### config.mk
export PLATFORM = sky130hd
export DESIGN_NAME = arbm_box
export DESIGN_NICKNAME = d
export VERILOG_FILES = /design/src/rtl/core/arbm_pkg.sv /design/src/rtl/core/arbm_box.sv
export SDC_FILE = /design/constraint.sdc
export NUM_CORES = 1
export LEC_CHECK = 0
export BUFFER_PORTS_ARGS = -buffer_cell sky130_fd_sc_hd__buf_2
export CORE_MARGIN = 5
export CORE_UTILIZATION = 46
export DETAILED_ROUTE_END_ITERATION = 12
export PLACE_DENSITY_LB_ADDON = 0.12
export SLEW_MARGIN = 20
export SYNTH_ARGS = -nofsm -noshare
export SYNTH_HDL_FRONTEND = slang
export SYNTH_SLANG_ARGS = --single-unit
### constraint.sdc
create_clock -name clock -period 3.8 [get_ports clock]
set_clock_uncertainty 0.05 [all_clocks]
set_input_delay 0.76 -clock clock [delete_from_list [all_inputs] [get_ports clock]]
set_output_delay 0.76 -clock clock [all_outputs]
set_load 0.02 [all_outputs]
### src/rtl/core/arbm_pkg.sv
// ---------------------------------------------------------------------------
// arbm_pkg
// shared types, register indexes and constants of the affine box merger
// ---------------------------------------------------------------------------
package arbm_pkg;

   localparam int COORD_W  = 32;
   localparam int PROD_W   = 2 * COORD_W;
   localparam int Q_FRAC   = 16;
   localparam int CSR_AW   = 3;

   localparam logic signed [COORD_W-1:0] BOX_EMPTY_LO = 32'sh7FFF_FFFF;
   localparam logic signed [COORD_W-1:0] BOX_EMPTY_HI = 32'sh8000_0000;

   localparam logic signed [COORD_W-1:0] Q_ONE = 32'sh0001_0000;

   typedef enum logic [CSR_AW-1:0] {
      REG_MAT_XX  = 3'd0,
      REG_MAT_XY  = 3'd1,
      REG_MAT_YX  = 3'd2,
      REG_MAT_YY  = 3'd3,
      REG_SHIFT_X = 3'd4,
      REG_SHIFT_Y = 3'd5
   } reg_idx_type;

   typedef struct packed {
      logic signed [COORD_W-1:0] mat_xx;
      logic signed [COORD_W-1:0] mat_xy;
      logic signed [COORD_W-1:0] mat_yx;
      logic signed [COORD_W-1:0] mat_yy;
      logic signed [COORD_W-1:0] shift_x;
      logic signed [COORD_W-1:0] shift_y;
   } csr_type;

   // rectangle or box, min and max corners
   typedef struct packed {
      logic signed [COORD_W-1:0] hi_y;
      logic signed [COORD_W-1:0] hi_x;
      logic signed [COORD_W-1:0] lo_y;
      logic signed [COORD_W-1:0] lo_x;
   } rect_type;

   // partial products, named by coefficient and source coordinate
   typedef struct packed {
      logic signed [PROD_W-1:0] xx_lo;
      logic signed [PROD_W-1:0] xx_hi;
      logic signed [PROD_W-1:0] yx_lo;
      logic signed [PROD_W-1:0] yx_hi;
      logic signed [PROD_W-1:0] xy_lo;
      logic signed [PROD_W-1:0] xy_hi;
      logic signed [PROD_W-1:0] yy_lo;
      logic signed [PROD_W-1:0] yy_hi;
      logic                     restart;
   } prod_type;

   typedef struct packed {
      logic signed [COORD_W-1:0] x;
      logic signed [COORD_W-1:0] y;
   } point_type;

   typedef struct packed {
      point_type [3:0] pt;
      logic            restart;
   } corner_type;

   typedef struct packed {
      rect_type ext;
      logic     restart;
   } ext_type;

endpackage

### src/rtl/core/arbm_box.sv
// ---------------------------------------------------------------------------
// arbm_box
// stored bounding box; merges each extent and doubles as the result register
// ---------------------------------------------------------------------------
module arbm_box (
   input  logic                 clock,
   input  logic                 reset,
   input  logic                 in_valid,
   output logic                 in_ready,
   input  arbm_pkg::ext_type    ext_i,
   output logic                 out_valid,
   input  logic                 out_ready,
   output arbm_pkg::rect_type   box_o
);
   import arbm_pkg::*;

   logic     valid_ff;
   rect_type box_ff;
   rect_type box_in;
   rect_type base;

   always_comb begin
      if (ext_i.restart) begin
         base.lo_x = BOX_EMPTY_LO;
         base.lo_y = BOX_EMPTY_LO;
         base.hi_x = BOX_EMPTY_HI;
         base.hi_y = BOX_EMPTY_HI;
      end else begin
         base = box_ff;
      end
      box_in.lo_x = (ext_i.ext.lo_x < base.lo_x) ? ext_i.ext.lo_x : base.lo_x;
      box_in.lo_y = (ext_i.ext.lo_y < base.lo_y) ? ext_i.ext.lo_y : base.lo_y;
      box_in.hi_x = (ext_i.ext.hi_x > base.hi_x) ? ext_i.ext.hi_x : base.hi_x;
      box_in.hi_y = (ext_i.ext.hi_y > base.hi_y) ? ext_i.ext.hi_y : base.hi_y;
   end

   assign in_ready = !valid_ff || out_ready;

   always_ff @(posedge clock) begin
      if (reset) begin
         valid_ff    <= 1'b0;
         box_ff.lo_x <= BOX_EMPTY_LO;
         box_ff.lo_y <= BOX_EMPTY_LO;
         box_ff.hi_x <= BOX_EMPTY_HI;
         box_ff.hi_y <= BOX_EMPTY_HI;
      end else begin
         if (in_ready) begin
            valid_ff <= in_valid;
         end
         if (in_ready && in_valid) begin
            box_ff <= box_in;
         end
      end
   end

   assign out_valid = valid_ff;
   assign box_o     = box_ff;

endmodule

# [After elaboration in Yosys (flattened, before gate mapping)]
# Index checks and enable logic that the tools add are counted.
[op_classes] n_lt_le_gt_ge=4 n_mux=5 reduce_logical=3
[op_table] operator="128-bit 2-to-1 mux" n=1
[op_table] operator="32-bit 2-to-1 mux" n=4
[op_table] operator="32-bit > comparator" n=2
[op_table] operator="32-bit less-than comparator" n=2
[op_table] operator="1-bit logical AND" n=1
[op_table] operator="1-bit zero test" n=1
[op_table] operator="1-bit logical OR" n=1
[totals] ff_bits=129

# [Logic depth before layout (Yosys ltp)]
[depth] ltp_word=3 ltp_mapped=15 ltp_nobuf=10

# [Worst setup path after synthesis]
# OpenSTA, ideal clock, no wires.
[synth_path] kind="input to register" startpoint="in ext_i[0] (netlist bit)" endpoint="reg box_ff, in the netlist box_o[86]" setup_time_ps=117 arrival_ps=3584 t_required_ps=3633 path_slack_ps=48 stages=14 n_path_buf=4 cell_sequence="clkbuf_1 > clkbuf_1 > clkbuf_1 > nor2_1 > ha_1 > nand2_1 > nor4_1 > nand4_1 > a31oi_1 > nor3_2 > a41o_1 > a21o_1 > buf_2 > a22o_2"
[synth_between] elab_chain_cells=3
[synth_lines] element="from (decl)" line_no="arbm_box.sv:10" source="input arbm_pkg::ext_type ext_i,"
[synth_lines] element="128-bit 2-to-1 mux (*)" line_no="arbm_box.sv:23" source="if (ext_i.restart) begin"
[synth_lines] element="32-bit > comparator" line_no="arbm_box.sv:33" source="box_in.hi_x = (ext_i.ext.hi_x > base.hi_x) ? ext_i.ext.hi_x : base.hi_x;"
[synth_lines] element="32-bit 2-to-1 mux (*)" line_no="arbm_box.sv:33"
[synth_lines] element="to (signal assigned)" line_no="arbm_box.sv:51" source="box_ff <= box_in;"
[synth_lines] element="to (decl)" line_no="arbm_box.sv:18" source="rect_type box_ff;"
# Every way passes the cells marked *; elsewhere a longest branch is shown, timed or not.
# A chain may end at the register's enable or synchronous reset.

# [Worst setup path in the final report]
[layout_path] startpoint="in ext_i[0] (netlist bit)" endpoint="reg box_ff, in the netlist box_o[22]"
[layout_between] elab_chain_cells=3
[layout_lines] element="128-bit 2-to-1 mux (*)" line_no="arbm_box.sv:23"
[layout_lines] element="32-bit less-than comparator" line_no="arbm_box.sv:31" source="box_in.lo_x = (ext_i.ext.lo_x < base.lo_x) ? ext_i.ext.lo_x : base.lo_x;"
[layout_lines] element="32-bit 2-to-1 mux (*)" line_no="arbm_box.sv:31"
# Marks and branches as above.

==> metrics.txt <==
asr flop ratio synth=0%; crit path cell chain=buf_4, buf_12, buf_4, nor2_1, ha_1, a21o_1, a21o_1, a21oi_1, o21ai_0, a31oi_1, nor2_1, or3_1, buf_4, o22a_1; Util after Layout=61.0%; Worst setup SP type=input port; setup_tns=0 ps; CP max stage delay=390 ps; Clk pwr share=42.4%; # Post-CTS Setup Buffers=0; clock sinks=129; fin nets=1,287; Die X-Extent=137 µm; H-Tree Depth=4; Hold Buf Count CTS=0; Die H=137 µm; Crit path top cell by count=buf_4; Psw=1160 µW; CTS tree=done; Initial Utilization=46.8%; EDFF count, synth=0; CP delay by family, top=compound AO/OA/AOI/OAI gates; Hold Path Class=register to register; register area=2580 µm²; setup violators final=0; vias in the first global route=6,418; Hold Vio Cnt, Final=0; Worst Path Max Fanout=24; grt total ovfl=0; yosys warns=0; number of filler cells placed in the layout=1,408; Sw Share=28.4%; internal power=2920 µW; count of cell types in the netlist=51; DRT Pass-1 Iters=5; Area Overhead vs Synth=30.3%; Worst-path clk slew=50 ps; worst-margin pin slew=450 ps; IO buf count=262; Final min period=3250 ps; CP arrival=3500 ps; Yosys top cell by area=dfxtp_1; detailed-route vias per instance=5.39; dominant synthesized flop cell=dfxtp_1; Leak=0.00455 µW; DR vias=6,788; RSZ-0062 raised after global routing=false; worst path bufs/invs=4; GP Congestion=0.789; Gate power share=20.2%; critical path's slowest cell=or3_1; layout cell share with drive strength beyond 1=33.4%; top cells by area, synth=dfxtp_1 35%, ha_1 21%, o22a_1 7.3%; Worst Setup End Kind=register; WP data required=4050 ps; Rows=46; Slew Limit Fails=0; largest net degree at the start of global routing=41; Avg WL per Cell=16.0 µm; Max-cap violations=0; Worst VDD drop=0.000308 V; synthesized instance count=770; Mapped Avg Cell Area=9.65 µm²; Clk Latency, worst-skew pair=420 ps; All-Layer GR Usage=20.9%; Synth top area share=34.8%; post-synthesis cell area=7430 µm²; slew margin rel.=69.9%; first-pass GRT wire length=31,300 µm; Crit Path Class=input port to register; Routed WL=20,200 µm; cts bufs inserted=17; commonest cells in the netlist=129 x dfxtp_1, 126 x ha_1, 74 x nor2_1, 65 x nand2b_1, 62 x o22a_1; outcome=complete, no violations; io pins=263; area of the multi-input gates=4630 µm²; initial antenna violation count=2; DR iter-0 viols=238; Routed Antenna Nets=0; Core Footprint=15,900 µm²; Seq/Total Area, Yosys=34.8%; Peak Freq=308 MHz; post-synthesis net count=1,029; most frequent cell after synthesis=dfxtp_1; flops & latches, synth=129; post-cts sizing count=0; DP HPWL=15,600 µm; die area=18,800 µm²; CTS Buffer Depth=2; final worst-path cycle share=85.4%; Pwr per Cell Area=422 nW/µm²; Seq pwr share=37.4%; drc violations=0; clock root buffer=clkbuf_16
[placed cells by master (no fill, tap or decap), drive strengths merged, types with 6 or more instances in the layout]
master,n
a22o,62
a21o,21
buf,279
nand2b,65
o21ai,17
o22a,62
clkbuf,23
nor2b,7
nand4,19
dfxtp,129
nor3,6
nand3,6
inv,15
a21oi,43
ha,126
nand2,19
nor2,74
[cells by family (layout without fill, tap and decap cells)]
logic type / count (synthesis) / after routing / synth area share [%]
other: 0 / 2 / 0
AO/OA/AOI/OAI: 246 / 246 / 25.7
flip-flops: 129 / 129 / 34.8
AND/OR/NAND/NOR: 212 / 212 / 14.8
buffers and inverters: 55 / 326 / 3.33
adder cells (fa/ha/maj): 126 / 126 / 21.2
multiplexers: 2 / 2 / 0.269
[metrics by stage]
| step | power, µW | instances | hold slack (ps) | setup slack, ps | cell area [µm²] |
|---|---|---|---|---|---|
| floorplan | 2050 | 770 | 505 | 48.4 | 7430 |
| global placement | 2380 | 1225 | 421 | 104 | 9050 |
| detailed placement | 2380 | 1225 | 429 | 109 | 9050 |
| CTS | 4120 | 1257 | 442 | 538 | 9680 |
| global route | 4270 | 1259 | 461 | 222 | 9690 |
| finish | 4080 | 1259 | 439 | 555 | 9690 |
[power groups by stage]
stage / Sequential, µW / Clock (µW) / Combinational (µW)
4_1_cts: 1530 / 1760 / 834
2_1_floorplan: 1670 / 0 / 387
5_1_grt: 1540 / 1810 / 915
6_report: 1530 / 1730 / 824
3_3_place_gp: 1560 / 0 / 822
3_5_place_dp: 1560 / 0 / 828
[final timing paths]
kind / start / to / slack [ps] / cells past startpoint
worst max-delay path: ext_i[0] / box_o[22] / 550 / 14
worst max register to register: box_o[95] / box_o[84] / 840 / 11
worst min-delay path: box_o[63] / box_o[63] / 440 / 2
worst min register to register: box_o[63] / box_o[63] / 440 / 2
[routing by layer]
metal	part of all wire (%)	track usage, %	wire length (µm)
met3	6.5	4.85	1310
met2	47	34.3	9400
met4	2.2	7.65	442
met5	0	0	0
met1	45	26.7	9030
[sequential cells by signal, summed over array words and instances (netlist names)]
register   cells
box_o        128
out_valid      1
[worst register-to-register path, stage by stage (launching register included)]
cell     delay [ps]
dfxtp_1         350
nor2_1           60
ha_1            370
nand2_1         120
nor4_1          420
nand4_1         210
a31oi_1         260
nor3_2          110
a41o_1          250
a21o_1          180
buf_12          170
a22o_2          290
[final cells by class]
class	count	share of cell area, %
Multi-Input combinational cell	586	47.8
Timing Repair Buffer	279	15.7
Sequential cell	129	26.7
Clock buffer	23	5.14
Clock inverter	9	1.32
Inverter	15	0.581
Tap cell	216	2.79
Antenna cell	2	0.0517
No activity file was read; power rests on OpenSTA's default activity.
