==> src/rtl/core/arbm_pkg.sv <==
// ---------------------------------------------------------------------------
// arbm_pkg
// shared types, register indexes and constants of the affine box merger
// ---------------------------------------------------------------------------
package arbm_pkg;

   localparam int COORD_W  = 32;
   localparam int PROD_W   = 2 * COORD_W;
   localparam int Q_FRAC   = 16;
   localparam int CSR_AW   = 3;

   localparam logic signed [COORD_W-1:0] BOX_EMPTY_LO = 32'sh7FFF_FFFF;
   localparam logic signed [COORD_W-1:0] BOX_EMPTY_HI = 32'sh8000_0000;

   localparam logic signed [COORD_W-1:0] Q_ONE = 32'sh0001_0000;

   typedef enum logic [CSR_AW-1:0] {
      REG_MAT_XX  = 3'd0,
      REG_MAT_XY  = 3'd1,
      REG_MAT_YX  = 3'd2,
      REG_MAT_YY  = 3'd3,
      REG_SHIFT_X = 3'd4,
      REG_SHIFT_Y = 3'd5
   } reg_idx_type;

   typedef struct packed {
      logic signed [COORD_W-1:0] mat_xx;
      logic signed [COORD_W-1:0] mat_xy;
      logic signed [COORD_W-1:0] mat_yx;
      logic signed [COORD_W-1:0] mat_yy;
      logic signed [COORD_W-1:0] shift_x;
      logic signed [COORD_W-1:0] shift_y;
   } csr_type;

   // rectangle or box, min and max corners
   typedef struct packed {
      logic signed [COORD_W-1:0] hi_y;
      logic signed [COORD_W-1:0] hi_x;
      logic signed [COORD_W-1:0] lo_y;
      logic signed [COORD_W-1:0] lo_x;
   } rect_type;

   // partial products, named by coefficient and source coordinate
   typedef struct packed {
      logic signed [PROD_W-1:0] xx_lo;
      logic signed [PROD_W-1:0] xx_hi;
      logic signed [PROD_W-1:0] yx_lo;
      logic signed [PROD_W-1:0] yx_hi;
      logic signed [PROD_W-1:0] xy_lo;
      logic signed [PROD_W-1:0] xy_hi;
      logic signed [PROD_W-1:0] yy_lo;
      logic signed [PROD_W-1:0] yy_hi;
      logic                     restart;
   } prod_type;

   typedef struct packed {
      logic signed [COORD_W-1:0] x;
      logic signed [COORD_W-1:0] y;
   } point_type;

   typedef struct packed {
      point_type [3:0] pt;
      logic            restart;
   } corner_type;

   typedef struct packed {
      rect_type ext;
      logic     restart;
   } ext_type;

endpackage

==> src/rtl/core/arbm_ext.sv <==
// ---------------------------------------------------------------------------
// arbm_ext
// third stage: extent of the four mapped corners by a two level compare tree
// ---------------------------------------------------------------------------
module arbm_ext (
   input  logic                 clock,
   input  logic                 reset,
   input  logic                 in_valid,
   output logic                 in_ready,
   input  arbm_pkg::corner_type corner_i,
   output logic                 out_valid,
   input  logic                 out_ready,
   output arbm_pkg::ext_type    ext_o
);
   import arbm_pkg::*;

   function automatic logic signed [COORD_W-1:0] smin(
      input logic signed [COORD_W-1:0] a,
      input logic signed [COORD_W-1:0] b
   );
      return (a < b) ? a : b;
   endfunction

   function automatic logic signed [COORD_W-1:0] smax(
      input logic signed [COORD_W-1:0] a,
      input logic signed [COORD_W-1:0] b
   );
      return (a > b) ? a : b;
   endfunction

   logic    valid_ff;
   ext_type ext_ff;
   ext_type ext_in;

   always_comb begin
      ext_in.ext.lo_x = smin(smin(corner_i.pt[0].x, corner_i.pt[1].x),
                             smin(corner_i.pt[2].x, corner_i.pt[3].x));
      ext_in.ext.hi_x = smax(smax(corner_i.pt[0].x, corner_i.pt[1].x),
                             smax(corner_i.pt[2].x, corner_i.pt[3].x));
      ext_in.ext.lo_y = smin(smin(corner_i.pt[0].y, corner_i.pt[1].y),
                             smin(corner_i.pt[2].y, corner_i.pt[3].y));
      ext_in.ext.hi_y = smax(smax(corner_i.pt[0].y, corner_i.pt[1].y),
                             smax(corner_i.pt[2].y, corner_i.pt[3].y));
      ext_in.restart  = corner_i.restart;
   end

   assign in_ready = !valid_ff || out_ready;

   always_ff @(posedge clock) begin
      if (reset) begin
         valid_ff <= 1'b0;
      end else if (in_ready) begin
         valid_ff <= in_valid;
      end
   end

   always_ff @(posedge clock) begin
      if (in_ready && in_valid) begin
         ext_ff <= ext_in;
      end
   end

   assign out_valid = valid_ff;
   assign ext_o     = ext_ff;

endmodule

==> config.mk <==
export PLATFORM = sky130hd
export DESIGN_NAME = arbm_ext
export DESIGN_NICKNAME = d
export VERILOG_FILES = /design/src/rtl/core/arbm_pkg.sv /design/src/rtl/core/arbm_ext.sv
export SDC_FILE = /design/constraint.sdc
export NUM_CORES = 1
export LEC_CHECK = 0
export CAP_MARGIN = 30
export CORE_MARGIN = 8
export CORE_UTILIZATION = 40
export CTS_CLUSTER_SIZE = 24
export DETAILED_ROUTE_END_ITERATION = 16
export DONT_BUFFER_PORTS = 1
export PLACE_DENSITY_LB_ADDON = 0.1
export SETUP_SLACK_MARGIN = 0.02
export SLEW_MARGIN = 15
export SYNTH_ARGS = -nofsm -noshare
export SYNTH_HDL_FRONTEND = slang
export SYNTH_SLANG_ARGS = --single-unit
export TNS_END_PERCENT = 30
==> constraint.sdc <==
create_clock -name clock -period 5.5 [get_ports clock]
set_input_delay 0.825 -clock clock [delete_from_list [all_inputs] [get_ports clock]]
set_output_delay 0.825 -clock clock [all_outputs]
set_load 0.02 [all_outputs]
# After elaboration in Yosys (flattened, before gate mapping)
# Cells that the tools add are included.
[totals]
latch_bits = 0
input_bits = 261
out_inout_bits = 131
elab_cells = 33
memories = 0
romBits = 0
ram_bits = 0
regBits = 130
[op_classes]
n_shift = 0
n_reduce_logical = 3
n_bitwise = 0
n_eq_ne = 0
n_div = 0
add_sub_neg = 0
muxes = 12
mul = 0
n_lt_le_gt_ge = 12
[op_table]
columns = ["cell", "n"]
rows = [
  ["2-to-1 mux 32 bit", 12],
  ["greater-than comparator 32 bit", 6],
  ["< comparator 32 bit", 6],
  ["logical AND 1 bit", 1],
  ["zero test 1 bit", 1],
  ["logical OR 1 bit", 1],
]

# Longest topological paths before layout
# Gate-level depths: netlist (run 1).
[logic_depth]
ltp_word = 4
mapped_depth = 27
mapped_depth_nobuf = 23

# Worst setup path before layout (run 1)
# OpenSTA, ideal clock, no wires.
[synth_timing]
kind = "input-to-reg"
startpoint = "input port corner_i[128] (netlist name)"
endpoint = "register ext_ff (netlist bit ext_o[86]), data pin"
setup_slack_ns = -0.406
t_required_ns = 5.221
arrival_time_ns = 5.627
setup_time_ns = 0.279
path_stages = 26
n_path_buf = 4
cell_sequence = "inv_1 -> ha_1 -> and4_1 -> nand4_1 -> nor4_1 -> o41ai_1 -> o211a_2 -> xnor2_2 -> o21bai_1 -> clkbuf_1 -> buf_2 -> mux2i_1 -> inv_1 -> ha_1 -> a21o_1 -> a21o_1 -> a21o_1 -> a21o_1 -> a21oi_1 -> nor4_1 -> a211oi_1 -> o21ai_0 -> mux2_2 -> clkbuf_1 -> clkbuf_1 -> mux2i_1"
[synth_rtl]
columns = ["item", "line_no", "text"]
rows = [
  ["start, declared", "arbm_ext.sv:10", "input arbm_pkg::corner_type corner_i,"],
  ["end signal, assigned", "arbm_ext.sv:59", "ext_ff <= ext_in;"],
  ["end, declared", "arbm_ext.sv:32", "ext_type ext_ff;"],
]

==> results of run 1 <==
-- worst reg2reg max path, delay by kind of cell (launching register included) --
| kind | cells | cell delay (ns) |
|---|---|---|
| buffers and inverters | 1 | 0.50 |
| flip-flops | 1 | 0.38 |
| AND/OR/NAND/NOR | 2 | 0.80 |
-- synthesized netlist by cell type, types with 3 or more instances --
| master | count |
|---|---|
| nor3_1 | 7 |
| or3_1 | 4 |
| a221oi_1 | 6 |
| o21a_1 | 37 |
| inv_1 | 262 |
| nand2b_1 | 6 |
| a21o_1 | 47 |
| buf_1 | 5 |
| o21ai_0 | 26 |
| buf_4 | 3 |
| o21bai_1 | 4 |
| and4_1 | 5 |
| a21oi_1 | 77 |
| o41ai_1 | 3 |
| mux2i_1 | 349 |
| nand2_1 | 74 |
| buf_2 | 19 |
| ha_1 | 254 |
| a221o_1 | 4 |
| o211ai_1 | 8 |
| buf_6 | 3 |
| a211oi_1 | 4 |
| nor4_1 | 10 |
| nand4_1 | 45 |
| a21boi_0 | 5 |
| nor2b_1 | 14 |
| nand3_1 | 22 |
| edfxtp_1 | 129 |
| nor2_1 | 22 |
| clkbuf_1 | 14 |
-- power by group --
part           internal, mW  leakage, nW  switching [mW]
clock network         0.747        0.290           0.472
registers              1.41         1.26           0.363
logic                  1.61         8.35            1.50
total                  3.77         9.90            2.34
-- state kept, by name, summed over array words and instances, names as in the netlist --
signal     flops
ext_o        129
out_valid      1
-- placed cells by master (no fill, tap or decap), types with 22 or more instances in the layout --
| cell | instances |
|---|---|
| nand2_1 | 74 |
| a21o_1 | 47 |
| o21a_1 | 37 |
| edfxtp_1 | 129 |
| inv_1 | 262 |
| nor2_1 | 22 |
| buf_4 | 289 |
| a21oi_1 | 70 |
| nand3_1 | 22 |
| ha_1 | 243 |
| nand4_1 | 45 |
| mux2i_1 | 320 |
-- what timing repair did --
| item | CTS | global route |
|---|---|---|
| buffers inserted | 15 | 17 |
| gates cloned | 1 | 3 |
| pin swaps | 9 | 25 |
| gates resized for setup | 19 | 92 |
| endpoints found under the setup margin | 72 | 128 |
-- cell families after synthesis --
logic type,Yosys count
AOI/OAI and AO/OA,243
buffers and inverters,306
muxes,351
xor gates and xnor gates,2
adders and majority gates,254
and+or+nand+nor,216
DFF,130
-- how the worst max path moves through the flow --
stage                  start  slack [ns]    endpoint  cells past startpoint
6_report        corner_i[78]        0.12   ext_o[97]                     25
5_1_grt         corner_i[79]       -0.03   ext_o[97]                     25
4_1_cts        corner_i[126]       0.008   ext_o[83]                     25
3_5_place_dp   corner_i[112]       -0.96   ext_o[10]                     25
3_3_place_gp   corner_i[112]       -0.86   ext_o[11]                     25
2_1_floorplan   corner_i[96]      0.0009  ext_o[100]                     24
-- final cells by class --
| class | instances | area, sq um |
|---|---|---|
| timing repair buffer | 321 | 2731 |
| inverter | 262 | 983.4 |
| tap | 468 | 585.6 |
| sequential | 130 | 3894 |
| multi-input combinational | 1066 | 10100 |
| fill | 3378 | 17370 |
| clock buffer | 18 | 429.2 |
| clock inverter | 13 | 167.7 |
-- layer usage --
layer | global-route usage | up-vias | routed length (um)
li1 | - | 6068 | -
met1 | 0.3040 | 5702 | 23420
met2 | 0.3720 | 353 | 22940
met3 | 0.09363 | 57 | 4960
met4 | 0.06966 | 0 | 1283
met5 | 0 | - | 0
==> metrics.cfg, run 1 <==
[route]
wl_um=52610
ant_nets=0
drt_iter0_markers=520
firstDrtPassIters=4
route.detailed.drc=0
vias=12180
via_per_inst=5.347
wire_per_inst_um=23.09

[cts]
numCtsBuffers=17
cts.htree.levels=4
cts_tree=done
clock_path_buffers=2
cts.root.buffer_cell=clkbuf_16
insertion_delay_ns=0.45
clk_pin_slew_ns=0.06
cts.hold.buffers_added=0
cts.sinks=130

[synthesis]
synth_compound_area_frac=0.1127
yosys.area.top_type=edfxtp_1
synth.top_cells.by_area=edfxtp_1, mux2i_1, ha_1, inv_1, a21oi_1
synth_top_family_by_area=multiplexers
synth.distinct_cells=59
synth_edf_count=129
ys.flop_type=edfxtp_1
synthMuxAreaShare=0.2417
synth_xor_area_frac=0.001719
synth_top_area_frac=0.2661
syn-num-nets=2017
ys_seq_elements=130
synth_adder_area_share=0.2183
yosys_warnings=0
avgSynthCellArea_sq_um=9.691
ys_seq_area_frac=0.2675
synthSimpleGateAreaFrac=0.07521
synth_cells=1502
synth_area_sq_um=14560
async_reset_ff_frac=0

[place]
gp_congestion=0.9316
postPlaceCellArea_sq_um=17350
dp_slack_ns=-0.9635
io_buffers=0
dp_cells=2212
dpl.hpwl_um=43450

[sta]
fmax_mhz=185.7
slew_headroom=0.6532
holdWs_ns=0.4454
setup_ws_ns=0.1155
finalCriticalPeriod_ns=5.385
tns_ns=0
post-route-period-util=0.9790
timing.clock.skew_ns=0.007259
finalHoldViolCount=0
setup_viol=0
rsz0062_at_grt=true
finalMaxSlewViolations=0
worst_pin_slew_ns=0.5179

[grt]
antenna_found_initial=0
grt_pass1_wl_um=76240
grt_max_degree=48
grt_overflow_total=0
grt_pass1_vias=12550
grt_util_all_layers=0.2393

[floorplanning]
ios=392
die_x_um=206.8
core_sq_um=36260
die_area_sq_um=42750
start_util=0.4014
chipHeight_um=206.8
rows=70

[critical_path]
reg2reg_from=out_valid
crit_slowest_cell=a221o_1
reg2reg_depth=3
cp_max_fo=8
cp_common_cell=a21o_1
max_stage_delay_ns=0.33
path_class=input port to flip-flop
startpoint_type=input port
required_ns=5.68
worstSetupEndpointType=flip-flop
reg2reg_setup_slack_ns=3.42
cp_top_family=compound AO/OA/AOI/OAI gates
cp_num_buf_inv=6
crit_arrival_ns=5.56
r2r-end=ext_o[105]

[power_and_ir_drop]
power.total_mw=6.111
powerDensity_nw_per_um2=323.4
ir_drop_v=0.0002151
leakage_nw=9.900

[worst_hold_path]
hold_path_depth=1
whs_endpoint=out_valid
holdCritStartpoint=reset
hold_path.class=input port to flip-flop

[run_status]
status=finished clean

[layout]
drive_gt1_frac=0.2403
fin_cells=2278
utilization=0.5211
stdcell_area_sq_um=18890
areaGrowthSynthToFinish_pct=29.80
n_antenna_cell=0
layout.nets=2313

[flow_run]
cap_violations=0

(Power assumes the default switching activity.)
==> run 2: changes to the inputs <==
--- a/config.mk
+++ b/config.mk
@@ -6,6 +6,7 @@
 export NUM_CORES = 1
 export LEC_CHECK = 0
 export CAP_MARGIN = 30
+export CORE_ASPECT_RATIO = 0.75
 export CORE_MARGIN = 8
 export CORE_UTILIZATION = 40
 export CTS_CLUSTER_SIZE = 24
==> constraint.sdc (replaced) <==
create_clock -name clock -period 5.5 [get_ports clock]
set_input_delay 0.275 -clock clock [delete_from_list [all_inputs] [get_ports clock]]
set_output_delay 0.275 -clock clock [all_outputs]
set_load 0.02 [all_outputs]
==> run 2 against run 1 <==
Wire length fell by 1.3%. Sequential power barely moved. Maximum frequency rose by 0.43%. Largest power group unchanged.
==> metrics.cfg, run 2 (same netlist as run 1, synthesis figures left out) <==
[grt]
grt_util_all_layers=0.2366
grt_pass1_wl_um=76440
grt_pass1_vias=11680
grt_max_degree=63
antenna_found_initial=0
grt_overflow_total=0

[layout]
layout_common_cells=mux2i_1, inv_1, ha_1
utilization=0.4649
stdcell_area_sq_um=16680
largest_reg_flops=129
n_antenna_cell=0
final_common_cell=mux2i_1
drive_gt1_frac=0.1043
layout.nets=2114
areaGrowthSynthToFinish_pct=14.60

[cts]
cts.htree.levels=4
clk_pin_slew_ns=0.06
insertion_delay_ns=0.44
cts_tree=done
cts.root.buffer_cell=clkbuf_16
numCtsBuffers=17
cts.sinks=130
clock_path_buffers=2

[sta]
worst_pin_slew_ns=0.7105
slew_headroom=0.5263
post-route-period-util=0.9748
fmax_mhz=186.5
tns_ns=0
setup_viol=0
setup_ws_ns=0.1384
timing.clock.skew_ns=0.008657
finalHoldViolCount=0
finalCriticalPeriod_ns=5.362
rsz0062_at_grt=true
finalMaxSlewViolations=0

[floorplanning]
die_area_sq_um=42810
core_sq_um=35880
start_util=0.4056
rows=60
die_x_um=236.3
chipHeight_um=181.2
ios=392

[route]
ant_nets=0
route.detailed.drc=0
drt_iter0_markers=647
wl_um=51900
wire_per_inst_um=25.00
via_per_inst=5.565
vias=11550
firstDrtPassIters=7

[place]
dpl.hpwl_um=43600
postPlaceCellArea_sq_um=16010
io_buffers=0
gp_congestion=0.9081
dp_slack_ns=-0.4515

[critical_path]
max_stage_delay_ns=0.45
path_class=input port to flip-flop
cp_top_family=compound AO/OA/AOI/OAI gates
worstSetupEndpointType=flip-flop
crit_arrival_ns=5.60
cp_max_fo=13
startpoint_type=input port
required_ns=5.74
cp_num_buf_inv=5
crit_slowest_cell=nor4_4
reg2reg_setup_slack_ns=3.42
path_cells=inv_1, ha_1, nand4_1, nor4_4, a21boi_1, o41ai_4, o211a_2, xnor2_4, o21bai_4, buf_12, mux2i_1, inv_1, ha_1, nand4_1, nor2_2, a21oi_1, o211ai_1, a211oi_1, buf_4, o21ai_0, mux2_2, buf_4, mux2i_1

[power_and_ir_drop]
powerDensity_nw_per_um2=329.5
ir_drop_v=0.0001725
leakage_nw=8.828
power.total_mw=5.496

[flow_run]
cap_violations=0

[run_status]
status=finished clean

[worst_hold_path]
hold_path.class=input port to flip-flop

## run 2: changes by cell type in the layout (fill, tap and decap cells not counted), moves of 9 or more
| cell | change |
|---|---|
| buf_4 | -182 |
| ha_4 | -10 |
| buf_6 | -10 |
| mux2i_4 | -9 |
| ha_1 | +11 |
| o21ai_0 | +9 |
| mux2i_2 | -20 |
| mux2i_1 | +29 |
## run 2: power breakdown
group / switching [mW] / internal, mW / leakage [nW]
logic: 1.39 / 1.19 / 7.31
registers: 0.369 / 1.41 / 1.26
clock network: 0.478 / 0.657 / 0.259
## run 2: final timing paths
check | start | to | depth (start not counted)
worst max-delay path | corner_i[112] | ext_o[90] | 23
worst min-delay path | corner_i[126] | ext_o[30] | 2
worst max register to register | out_valid | ext_o[8] | 3
worst min register to register | out_valid | ext_o[56] | 2
## run 2: metrics by stage
stage / instances / hold WS (ns)
6_report: 2076 / 0.1415
2_1_floorplan: 1502 / 0.3441
3_5_place_dp: 2040 / 0.3500
5_1_grt: 2076 / 0.1164
3_3_place_gp: 2040 / 0.3472
4_1_cts: 2074 / 0.1030
## run 2: final cells by class
type                            count  area (sq um)
Tap cell                          465         581.8
Timing Repair Buffer              122          1072
Sequential cell                   130          3894
Clock buffer                       19         432.9
Clock inverter                     12         117.6
Inverter                          262         983.4
Multi-Input combinational cell   1066          9599
Fill cell                        3386         19200
## run 2: worst reg2reg max path: stages, from the launching register on
cell and delay [ns]:
dfxtp_1 0.38, nand2b_1 0.27, and2_4 0.39, buf_4 0.63
## run 2: what timing repair did
item / in CTS / in global routing
setup endpoints to repair: 22 / 80
pin swaps: 0 / 1
hold endpoints to repair: 2 / 0
buffers inserted: 0 / 1
hold buffers: 3 / 0
gates resized for setup: 2 / 7
cloned: 0 / 0
## run 2: routing by layer
metal,wire (um),GRT usage,part of all wire,vias to the layer above
met2,21590,0.3450,0.42,394
met5,0,0,0,-
met4,941,0.05477,0.018,0
met1,24610,0.3328,0.47,5460
met3,4754,0.07876,0.092,38
li1,-,-,-,5661
