**config.mk**
```make
export PLATFORM = sky130hd
export DESIGN_NAME = arbm_csr
export DESIGN_NICKNAME = d
export VERILOG_FILES = /design/src/rtl/core/arbm_pkg.sv /design/src/rtl/core/arbm_csr.sv
export SDC_FILE = /design/constraint.sdc
export NUM_CORES = 1
export LEC_CHECK = 0
export BUFFER_PORTS_ARGS = -buffer_cell sky130_fd_sc_hd__buf_2
export CAP_MARGIN = 25
export CORE_MARGIN = 8
export CORE_UTILIZATION = 55
export DETAILED_ROUTE_END_ITERATION = 7
export GPL_ROUTABILITY_DRIVEN = 0
export PLACE_DENSITY = 0.85
export SLEW_MARGIN = 30
export SYNTH_ARGS = -nofsm -noshare
export SYNTH_HDL_FRONTEND = slang
export SYNTH_SLANG_ARGS = --single-unit
```
**constraint.sdc**
```tcl
create_clock -name clock -period 2.35 [get_ports clock]
set_input_delay 0.47 -clock clock [delete_from_list [all_inputs] [get_ports clock]]
set_output_delay 0.47 -clock clock [all_outputs]
set_load 0.01 [all_outputs]
```
**src/rtl/core/arbm_pkg.sv**
```systemverilog
// ---------------------------------------------------------------------------
// arbm_pkg
// shared types, register indexes and constants of the affine box merger
// ---------------------------------------------------------------------------
package arbm_pkg;

   localparam int COORD_W  = 32;
   localparam int PROD_W   = 2 * COORD_W;
   localparam int Q_FRAC   = 16;
   localparam int CSR_AW   = 3;

   localparam logic signed [COORD_W-1:0] BOX_EMPTY_LO = 32'sh7FFF_FFFF;
   localparam logic signed [COORD_W-1:0] BOX_EMPTY_HI = 32'sh8000_0000;

   localparam logic signed [COORD_W-1:0] Q_ONE = 32'sh0001_0000;

   typedef enum logic [CSR_AW-1:0] {
      REG_MAT_XX  = 3'd0,
      REG_MAT_XY  = 3'd1,
      REG_MAT_YX  = 3'd2,
      REG_MAT_YY  = 3'd3,
      REG_SHIFT_X = 3'd4,
      REG_SHIFT_Y = 3'd5
   } reg_idx_type;

   typedef struct packed {
      logic signed [COORD_W-1:0] mat_xx;
      logic signed [COORD_W-1:0] mat_xy;
      logic signed [COORD_W-1:0] mat_yx;
      logic signed [COORD_W-1:0] mat_yy;
      logic signed [COORD_W-1:0] shift_x;
      logic signed [COORD_W-1:0] shift_y;
   } csr_type;

   // rectangle or box, min and max corners
   typedef struct packed {
      logic signed [COORD_W-1:0] hi_y;
      logic signed [COORD_W-1:0] hi_x;
      logic signed [COORD_W-1:0] lo_y;
      logic signed [COORD_W-1:0] lo_x;
   } rect_type;

   // partial products, named by coefficient and source coordinate
   typedef struct packed {
      logic signed [PROD_W-1:0] xx_lo;
      logic signed [PROD_W-1:0] xx_hi;
      logic signed [PROD_W-1:0] yx_lo;
      logic signed [PROD_W-1:0] yx_hi;
      logic signed [PROD_W-1:0] xy_lo;
      logic signed [PROD_W-1:0] xy_hi;
      logic signed [PROD_W-1:0] yy_lo;
      logic signed [PROD_W-1:0] yy_hi;
      logic                     restart;
   } prod_type;

   typedef struct packed {
      logic signed [COORD_W-1:0] x;
      logic signed [COORD_W-1:0] y;
   } point_type;

   typedef struct packed {
      point_type [3:0] pt;
      logic            restart;
   } corner_type;

   typedef struct packed {
      rect_type ext;
      logic     restart;
   } ext_type;

endpackage

```
**src/rtl/core/arbm_csr.sv**
```systemverilog
// ---------------------------------------------------------------------------
// arbm_csr
// matrix and translation registers, write only
// ---------------------------------------------------------------------------
module arbm_csr (
   input  logic                            clock,
   input  logic                            reset,
   input  logic                            csr_we,
   input  logic [arbm_pkg::CSR_AW-1:0]     csr_addr,
   input  logic [arbm_pkg::COORD_W-1:0]    csr_wdata,
   output arbm_pkg::csr_type               csr_o
);
   import arbm_pkg::*;

   csr_type regs_ff;
   csr_type regs_in;

   always_comb begin
      regs_in = regs_ff;
      if (csr_we) begin
         unique case (reg_idx_type'(csr_addr))
            REG_MAT_XX:  regs_in.mat_xx  = csr_wdata;
            REG_MAT_XY:  regs_in.mat_xy  = csr_wdata;
            REG_MAT_YX:  regs_in.mat_yx  = csr_wdata;
            REG_MAT_YY:  regs_in.mat_yy  = csr_wdata;
            REG_SHIFT_X: regs_in.shift_x = csr_wdata;
            REG_SHIFT_Y: regs_in.shift_y = csr_wdata;
            default:     regs_in = regs_ff;
         endcase
      end
   end

   always_ff @(posedge clock) begin
      if (reset) begin
         regs_ff.mat_xx  <= Q_ONE;
         regs_ff.mat_xy  <= '0;
         regs_ff.mat_yx  <= '0;
         regs_ff.mat_yy  <= Q_ONE;
         regs_ff.shift_x <= '0;
         regs_ff.shift_y <= '0;
      end else begin
         regs_ff <= regs_in;
      end
   end

   assign csr_o = regs_ff;

endmodule

```
Yosys cells after proc, flatten, opt, wreduce, memory -nomap -nowiden
Cells that the tools add are included.

storage, ports and cells
  flip-flop bits (word level) = 192

cells by class
  equal/unequal tests = 5
  reduce and logical (&&, ||, !) cells = 7

operators by type and width
  cell                                                              number
  2-bit AND reduction                                               6
  3-bit by 2-bit == test with 1-bit output (second input constant)  2
  3-bit == test (second input constant)                             2
  3-bit by 1-bit == test with 1-bit output (second input constant)  1
  3-bit zero test                                                   1

Depth between registers and ports, before layout
Gate-level depths: netlist of the first run.

  word-level depth = 2
  mapped depth = 5

Worst setup path before layout of the first run
OpenSTA, ideal clock, no wires.

  kind = in2reg
  start = input port csr_addr[0] (netlist name)
  end = register regs_ff (netlist bit csr_o[181])
  path buffers = 3
  arrival time = 1.493 ns
  path slack = 0.733 ns
  required time = 2.226 ns
  stages = 5
  cells stage by stage = clkbuf_1 -> or4b_1 -> buf_2 -> buf_6 -> mux2i_1

between the ends
  cells in the longest elaborated chain, start to end = 2

RTL lines
  item                           line            RTL
  from (decl)                    arbm_csr.sv:9   input logic [arbm_pkg::CSR_AW-1:0] csr_addr,
  3-bit zero test                arbm_csr.sv:21  unique case (reg_idx_type'(csr_addr))
  2-bit AND reduction (no line)  n/a
  to (signal assigned)           arbm_csr.sv:42  regs_ff <= regs_in;
  to (decl)                      arbm_csr.sv:15  csr_type regs_ff;

Every way passes these cells.
A chain may end at the register's enable or synchronous reset.

Final worst setup path of the first run
  start = input port csr_addr[0] (netlist name)
  end = register regs_ff (netlist bit csr_o[41])

between the ends
  cells in the longest elaborated chain, start to end = 2

RTL lines
  item                           line
  3-bit == test                  arbm_csr.sv:21
  2-bit AND reduction (no line)  n/a

Every way passes these cells.

==> impl_metrics.tcl, run 1 <==
set metrics [dict create \
    status "finished clean" \
    clock_skew_ps 0 \
    tns_ps 0 \
    arrival_ps 1930 \
    seqCellArea_mm2 0.003844 \
    clk_path_buf_depth 2 \
    worstHoldPathCells 3 \
    drcViolationCount 0 \
    timing.slew.headroom_pct 39.54 \
    n_fill_cell 999 \
    end_kind "flop" \
    grt_max_degree 55 \
    port_buffers 229 \
    r2r_cells 2 \
    pre_cts_ws_ps 386.7 \
    yosys_warnings 0 \
    diodes 0 \
    fp.coreArea_mm2 0.01324 \
    rsz0062_at_grt "no" \
    maxCapViolations 0 \
    cts.repair.resized 0 \
    ys_seq_area_share_pct 51.50 \
    power_leakage_nw 5.075 \
    ios 230 \
    synth_seq_cells 192 \
    num_rows 42 \
    clk_pin_slew_worst_paths_ps 70 \
    drtPass1Iterations 4 \
    cpPeakStageDelay_ps 840 \
    start_util_pct 56.36 \
    cp_max_fo 32 \
    power.total_mw 6.701 \
    grt_use_total_pct 23.23 \
    die-width_um 132.5 \
    synth-simple-area-share_pct 19.83 \
    ant_nets 0 \
    fin_util_pct 71.06 \
    die_height_um 132.5 \
    required_ps 2670 \
    area_delta_synth_final_pct 26.09 \
    synth_mux_area_share_pct 25.75 \
    dr_total_vias 5549 \
    viasPerCell 5.186 \
    post-route-period-util_pct 68.74 \
    largest_register_ffs 192 \
    avgSynthCellArea_um2 11.21 \
    startpoint_type "input pin" \
    crit_type "input pin to flop" \
    synth_compound_area_share_pct 0 \
    die-area_mm2 0.01755 \
    grt_pass1_vias 5981 \
    cts_tree "done" \
    slowest_stage "nand4bb_4" \
    yosysUniqueCellTypes 13 \
    multi_input_area_mm2 0.003456 \
    grt_pass1_wl_um 32640 \
    synth_xor_area_share_pct 0 \
    netlist.area_leader.share_pct 51.50 \
    antenna_found_initial 0 \
    hold_buffers 0 \
    fmax_mhz 619.1 \
    hold_viol 0 \
    setup_slack_ps 734.6 \
    setup_viol 0 \
    fin_crit_ps 1615 \
    syn_inst 666 \
    synth_top_family_by_area "multiplexers" \
    cts_made_buffers 17 \
    clk_latency_ps 410 \
    clock-sinks 192 \
    tightest_slew_ps 904.9 \
    synth_adder_area_share_pct 0 \
    power.density_mw_per_mm2 712.1 \
    final_nets 920 \
    drive_gt1_share_pct 30.87 \
    routed_wl_um 20620 \
    finalMaxSlewViolations 0 \
    synth_area_mm2 0.007463 \
    wl_per_cell_um 19.27 \
    yosysTopAreaCell "dfxtp_1" \
    synth_area_leaders "dfxtp_1 52%, mux2i_1 26%, nand2b_1 19%" \
    drt_iter0_drc 280 \
    syn-num-nets 704 \
    cts_root_buf "clkbuf_16" \
    hold_path_class "input pin to flop" \
    grt-ovfl-total 0 \
    place.detailed.hpwl_um 14480 \
    peakVddDrop_uv 458.0 \
    h-tree-depth 4 \
    crit_chain "buf_2 > nand4bb_4 > mux2i_1" \
    postCtsSetupBuffers 0 \
]
report_power, final:
part / internal, mW / leakage [nW] / total, mW / switching, mW
registers: 3.33 / 1.55 / 3.37 / 0.0425
logic: 0.226 / 3.24 / 0.496 / 0.270
clock network: 1.68 / 0.280 / 2.84 / 1.16
cells by family (layout without fill, tap and decap cells):
group,after synthesis,after routing
buf+inv,49,277
flops,192,192
mux,192,192
simple gates,233,233
through the flow:
step	instances	cell area, um^2	hold slack, ps
after floorplan	666	7463	492.6
after global placement	1039	8833	455.2
after detailed placement	1039	8833	462.5
after CTS	1070	9410	348.0
after global routing	1070	9410	374.9
final	1070	9410	369.4
cell type report:
class                           instances  share of cell area [%]
Timing Repair Buffer                  246                   13.96
Clock inverter                          5                  0.8244
Sequential cell                       192                   40.85
Multi-Input combinational cell        425                   36.72
Clock buffer                           26                   5.305
Tap cell                              176                   2.340
metal layers:
metal	wire length, um	part of all wire (%)	GRT usage, %	vias up
li1	-	-	-	2634
met4	597	2.9	10.66	0
met5	0	0	0	-
met2	9756	47	38.50	219
met3	1920	9.3	9.690	42
met1	8346	40	25.44	2654
placed cells by master, fill, tap and decap left out, drive strengths merged:
cell	n
clkinv	2
nor4b	1
nor4bb	1
clkinvlp	1
nand4bb	3
clkbuf	26
bufinv	2
nand4b	2
mux2i	192
dfxtp	192
or4b	1
nand2b	222
buf	246
nor2	3
final timing paths:
kind                                              start                       to  slack, ps
worst max-delay path                        csr_addr[0]   csr_o[41]$_SDFFE_PP0P_        730
worst min-delay path                      csr_wdata[16]  csr_o[176]$_SDFFE_PP1P_        370
worst max register to register  csr_o[161]$_SDFFE_PP0P_  csr_o[161]$_SDFFE_PP0P_       1630
worst min register to register   csr_o[25]$_SDFFE_PP0P_   csr_o[25]$_SDFFE_PP0P_        470
worst max-delay path, delay by kind of cell:
kind | cells | cell delay (ps)
buffers and inverters | 1 | 150
AND/OR/NAND/NOR | 1 | 840
multiplexers | 1 | 450
Yosys cell counts:
cell	count
dfxtp_1	192
buf_2	18
nor2_1	3
nand2b_1	222
buf_4	1
or4b_1	1
mux2i_1	192
nand4bb_1	3
buf_6	1
nor4bb_1	1
nand4b_1	2
nor4b_1	1
clkbuf_1	29
Note: power is estimated with default switching activity, not from simulation.
==> run 2, diff against run 1 <==
- CORE_UTILIZATION: 55 -> 51
- PLACE_DENSITY: 0.85 -> 0.8
- clock period: 2.35 -> 1.5 ns (I/O delays scaled with it)
==> impl_metrics.tcl, run 2 (synthesis gave the netlist of run 1 again) <==
set metrics [dict create \
    status "finished clean" \
    cts_tree "done" \
    fmax_mhz 797.1 \
    crit_type "flop to primary output" \
    post-route-period-util_pct 83.64 \
    clk_path_buf_depth 2 \
    start_util_pct 51.74 \
    holdWs_ps 175.5 \
    cts_root_buf "clkbuf_16" \
    setup_viol 0 \
    crit_chain "buf_2" \
    fin_crit_ps 1255 \
    cpPeakStageDelay_ps 370 \
    antenna_found_initial 0 \
    required_ps 1200 \
    die-area_mm2 0.01876 \
    die-width_um 137.0 \
    die_height_um 137.0 \
    grt_pass1_wl_um 30350 \
    critical_path.top_delay_family "flip-flops" \
    port_buffers 229 \
    startpoint_type "flop" \
    clock-sinks 192 \
    drive_gt1_share_pct 32.15 \
    postCtsSetupBuffers 0 \
    power_leakage_nw 5.164 \
    area_delta_synth_final_pct 28.58 \
    viasPerCell 5.005 \
    layout_common_cells "228 x buf_2, 222 x nand2b_1, 192 x mux2i_1, 192 x dfxtp_1, 20 x buf_4" \
    drt_iter0_drc 304 \
    ios 230 \
    final_common_cell "buf_2" \
    cts.repair.resized 0 \
    timing.slew.headroom_pct 76.88 \
    slowest_stage "dfxtp_1" \
    fin_util_pct 66.53 \
    grt_use_total_pct 20.75 \
    dr_total_vias 5450 \
    final_nets 930 \
    fp.coreArea_mm2 0.01442 \
    place.detailed.hpwl_um 13550 \
    routed_wl_um 19470 \
    num_rows 44 \
    diodes 0 \
    end_kind "primary output" \
    grt-ovfl-total 0 \
    hold_buffers 0 \
    arrival_ps 950 \
    grt_pass1_vias 5530 \
    cp_max_fo 2 \
    cts_made_buffers 17 \
    crit_buf_inv 1 \
    maxCapViolations 0 \
    drtPass1Iterations 4 \
    tightest_slew_ps 345.9 \
    wl_per_cell_um 17.88 \
    finalMaxSlewViolations 0 \
    drcViolationCount 0 \
    n_fill_cell 1149 \
    largest_register_ffs 192 \
    grt_max_degree 65 \
    hold_path_class "input pin to flop" \
    power.density_mw_per_mm2 1118 \
    hold_viol 0 \
    clk_latency_ps 420 \
    clk_pin_slew_worst_paths_ps 70 \
    rsz0062_at_grt "no" \
    ant_nets 0 \
    clock_skew_ps 0 \
    h-tree-depth 4 \
    peakVddDrop_uv 689.0 \
]
run 2: cell types whose count changed in the layout (fill, tap and decap cells not counted):
cell | previous run | this run
bufinv_16 | 2 | 3
inv_6 | 0 | 4
clkbuf_8 | 4 | 2
nand4bb_1 | 1 | 0
buf_12 | 3 | 8
clkinvlp_4 | 1 | 2
clkbuf_1 | 5 | 2
buf_4 | 15 | 20
nand4bb_2 | 0 | 1
run 2: metrics by stage:
step	power [mW]	setup slack [ps]	instances	TNS (ps)	instance area [um^2]
finish	10.73	245.5	1089	0	9597
global placement	6.170	2.139	1057	0	8986
detailed placement	6.180	-17.27	1057	-67.87	8986
global route	11.09	207.5	1089	0	9597
CTS	10.81	231.3	1089	0	9597
floorplan	5.836	52.72	666	0	7463
run 2: path summary, 6_finish.rpt:
check                                              from                       to  slack, ps  cells after the start
worst min register to register  csr_o[147]$_SDFFE_PP0P_  csr_o[147]$_SDFFE_PP0P_        470                      2
worst min-delay path                      csr_wdata[16]   csr_o[80]$_SDFFE_PP1P_        180                      3
worst max register to register  csr_o[151]$_SDFFE_PP0P_  csr_o[151]$_SDFFE_PP0P_        830                      2
worst max-delay path             csr_o[10]$_SDFFE_PP0P_                csr_o[10]        250                      1
run 2: report_power, final:
group / switching (mW) / internal [mW]
registers: 0.0620 / 5.21
logic: 0.418 / 0.373
clock network: 1.94 / 2.73
run 2: area by class of cell:
cell class | instances | area (um^2) | area share, %
Sequential cell | 192 | 3844 | 40.05
Multi-Input combinational cell | 425 | 3461 | 36.06
Timing Repair Buffer | 256 | 1451 | 15.12
Clock buffer | 21 | 460.4 | 4.798
Tap cell | 184 | 230.2 | 2.399
Clock inverter | 11 | 150.1 | 1.565
run 2: worst register-to-register path, stage by stage, from the launching register on:
cell and delay (ps):
dfxtp_1 370, nand2b_1 70, mux2i_1 160
run 2: metal layers:
metal	track usage, %	wire, um	vias up
li1	-	-	2650
met1	25.25	8486	2609
met2	33.04	8860	170
met3	8.040	1864	21
met4	6.639	259	0
met5	0	0	-
==> run 3, diff against run 2 <==
- ABC_AREA: unset -> 1
- CORE_UTILIZATION: 51 -> 46
- PLACE_DENSITY: 0.8 -> 0.76
- clock period: 1.5 -> 1.1 ns (I/O delays scaled with it)
==> impl_metrics.tcl, run 3 <==
set metrics [dict create \
    startpoint_type "flop" \
    layout.cells.non_filler 1545 \
    synth_edf_count 0 \
    largest_register_ffs 192 \
    status "complete, but fails checks" \
    drive_gt1_share_pct 38.82 \
    synth_area_mm2 0.007566 \
    switching_share_pct 26.18 \
    synth_compound_area_share_pct 0.06615 \
    syn_inst 1090 \
    r2r_start "csr_o[80]$_SDFFE_PP1P_" \
    tns_ps -167.5 \
    holdWs_ps 45.65 \
    post-route-period-util_pct 101.4 \
    grt_pass1_wl_um 39940 \
    hold_path_class "input pin to flop" \
    place.detailed.hpwl_um 16770 \
    ios 230 \
    pre_cts_ws_ps -165.7 \
    wl_per_cell_um 16.90 \
    n_fill_cell 1278 \
    fp.coreArea_mm2 0.01635 \
    dpl_cell_area_mm2 0.009173 \
    antenna_found_initial 1 \
    required_ps 880 \
    grt_max_degree 51 \
    p_clk_share_pct 39.9 \
    grt-ovfl-total 0 \
    tightest_slew_ps 330.0 \
    avgSynthCellArea_um2 6.941 \
    crit_chain "buf_6" \
    die_height_um 144.3 \
    grt_use_total_pct 24.69 \
    cp_max_fo 2 \
    final_area_mm2 0.01132 \
    fin_util_pct 69.26 \
    critPathLaunch "csr_o[136]$_SDFFE_PP0P_" \
    netlist.area_leader.share_pct 50.80 \
    start_util_pct 46.28 \
    drcViolationCount 0 \
    end_kind "primary output" \
    synth_ff_type "dfxtp_1" \
    power_leakage_nw 5.130 \
    hold_path_startpoint "csr_wdata[16]" \
    ys_seq_area_share_pct 50.80 \
    cpPeakStageDelay_ps 350 \
    arrival_ps 900 \
    power.total_mw 15.86 \
    synth_mux_area_share_pct 0 \
    die-area_mm2 0.02081 \
    area_delta_synth_final_pct 49.64 \
    synthTopCellsByCount "380 x nor2_1, 200 x nand2_1, 192 x dfxtp_1, 192 x nand3_1, 42 x buf_2" \
    synth_area_leaders "dfxtp_1 51%, nor2_1 19%, nand3_1 13%" \
    clk_latency_ps 430 \
    yosysTopAreaCell "dfxtp_1" \
    port_buffers 229 \
    synth_adder_area_share_pct 0 \
    h-tree-depth 4 \
    maxCapViolations 0 \
    yosys_warnings 0 \
    final_common_cell "nor2_1" \
    cts_made_buffers 17 \
    hold_viol 0 \
    setup_viol 30 \
    p_comb_share_pct 13.2 \
    clock-sinks 192 \
    final_nets 1349 \
    p_int_mw 11.71 \
    num_rows 47 \
    synth_xor_area_share_pct 0 \
    grt_pass1_vias 7626 \
    synthArstFlopShare_pct 0 \
    yosysUniqueCellTypes 13 \
    cts_root_buf "clkbuf_16" \
    layout_common_cells "380 x nor2_1, 200 x nand2_1, 192 x nand3_1, 192 x dfxtp_2, 192 x buf_6" \
    synth_seq_cells 192 \
    rsz0062_at_grt "yes" \
    fin_crit_ps 1115 \
    clk_pin_slew_worst_paths_ps 70 \
    syn-num-nets 1128 \
    viasPerCell 5.124 \
    peakVddDrop_uv 983.2 \
    synth_top_family_by_area "simple AND/OR/NAND/NOR gates" \
    crit_buf_inv 1 \
    timing.slew.headroom_pct 77.98 \
    dp.cells 1498 \
    drt_iter0_drc 612 \
    violations "negative setup slack" \
    routed_wl_um 26110 \
    synth-simple-area-share_pct 42.43 \
    dr_total_vias 7917 \
    critical_path.top_delay_family "flip-flops" \
    power.density_mw_per_mm2 1401 \
    hold_buffers 0 \
    clock_skew_ps 0 \
    fmax_mhz 896.7 \
    ant_nets 0 \
    drtPass1Iterations 5 \
    cts_tree "done" \
    slowest_stage "dfxtp_2" \
    crit_type "flop to primary output" \
    synth_most_common_cell "nor2_1" \
    netSwitchingPower_mw 4.152 \
    finalMaxSlewViolations 0 \
    setup_slack_ps -15.17 \
    power_frac_seq_pct 46.9 \
    die-width_um 144.3 \
    clk_path_buf_depth 2 \
]
==> run 3: cell count changes after synthesis, sizes merged, moves of 2 or more <==
cell,previous run,this run
nand4b,2,0
clkbuf,29,16
buf,20,60
nand4bb,3,0
nand2b,222,0
nand2,0,200
mux2i,192,0
nand3,0,192
inv,0,39
nor2,3,390
==> run 3: final timing paths <==
path	slack, ps	depth (start not counted)	to
setup / recovery	-20	1	csr_o[136]
hold / removal	50	3	csr_o[176]$_SDFFE_PP1P_
setup reg to reg	260	4	csr_o[80]$_SDFFE_PP1P_
hold reg to reg	490	2	csr_o[60]$_SDFFE_PP0P_
==> run 3: power by group through the flow <==
stage | Combinational [mW] | Sequential (mW) | Clock [mW]
finish | 2.10 | 7.43 | 6.33
global route | 2.28 | 7.45 | 6.71
CTS | 2.05 | 7.42 | 6.41
detailed placement | 1.77 | 7.48 | 0
global placement | 1.74 | 7.47 | 0
floorplan | 0.910 | 7.58 | 0
==> run 3: logic make-up (layout without fill, tap and decap cells) <==
| logic type | Yosys count | in the layout |
|---|---|---|
| flip-flops | 192 | 192 |
| other | 0 | 1 |
| AO/OA/AOI/OAI | 1 | 1 |
| buffers and inverters | 115 | 349 |
| AND/OR/NAND/NOR | 782 | 782 |
==> run 3: routing by layer <==
layer	vias to the layer above	wire [um]	global-route usage, %
li1	3827	-	-
met1	3677	10170	28.49
met2	354	12820	41.64
met3	57	2454	7.329
met4	2	651	10.95
met5	-	12	0
==> run 3: area by class of cell <==
type	instances	area, um^2	share of cell area (%)
Sequential cell	192	4084	36.07
Clock inverter	12	143.9	1.271
Tap cell	220	275.3	2.431
Multi-Input combinational cell	783	3231	28.53
Antenna cell	1	2.502	0.02210
Timing Repair Buffer	278	2978	26.30
Clock buffer	20	456.7	4.034
Inverter	39	151.4	1.337
==> run 3: repair_timing <==
item / 4_1_cts / 5_1_grt
setup buffers: 5 / 9
resized for setup: 390 / 0
endpoints found under the setup margin: 192 / 190
gates cloned: 0 / 0
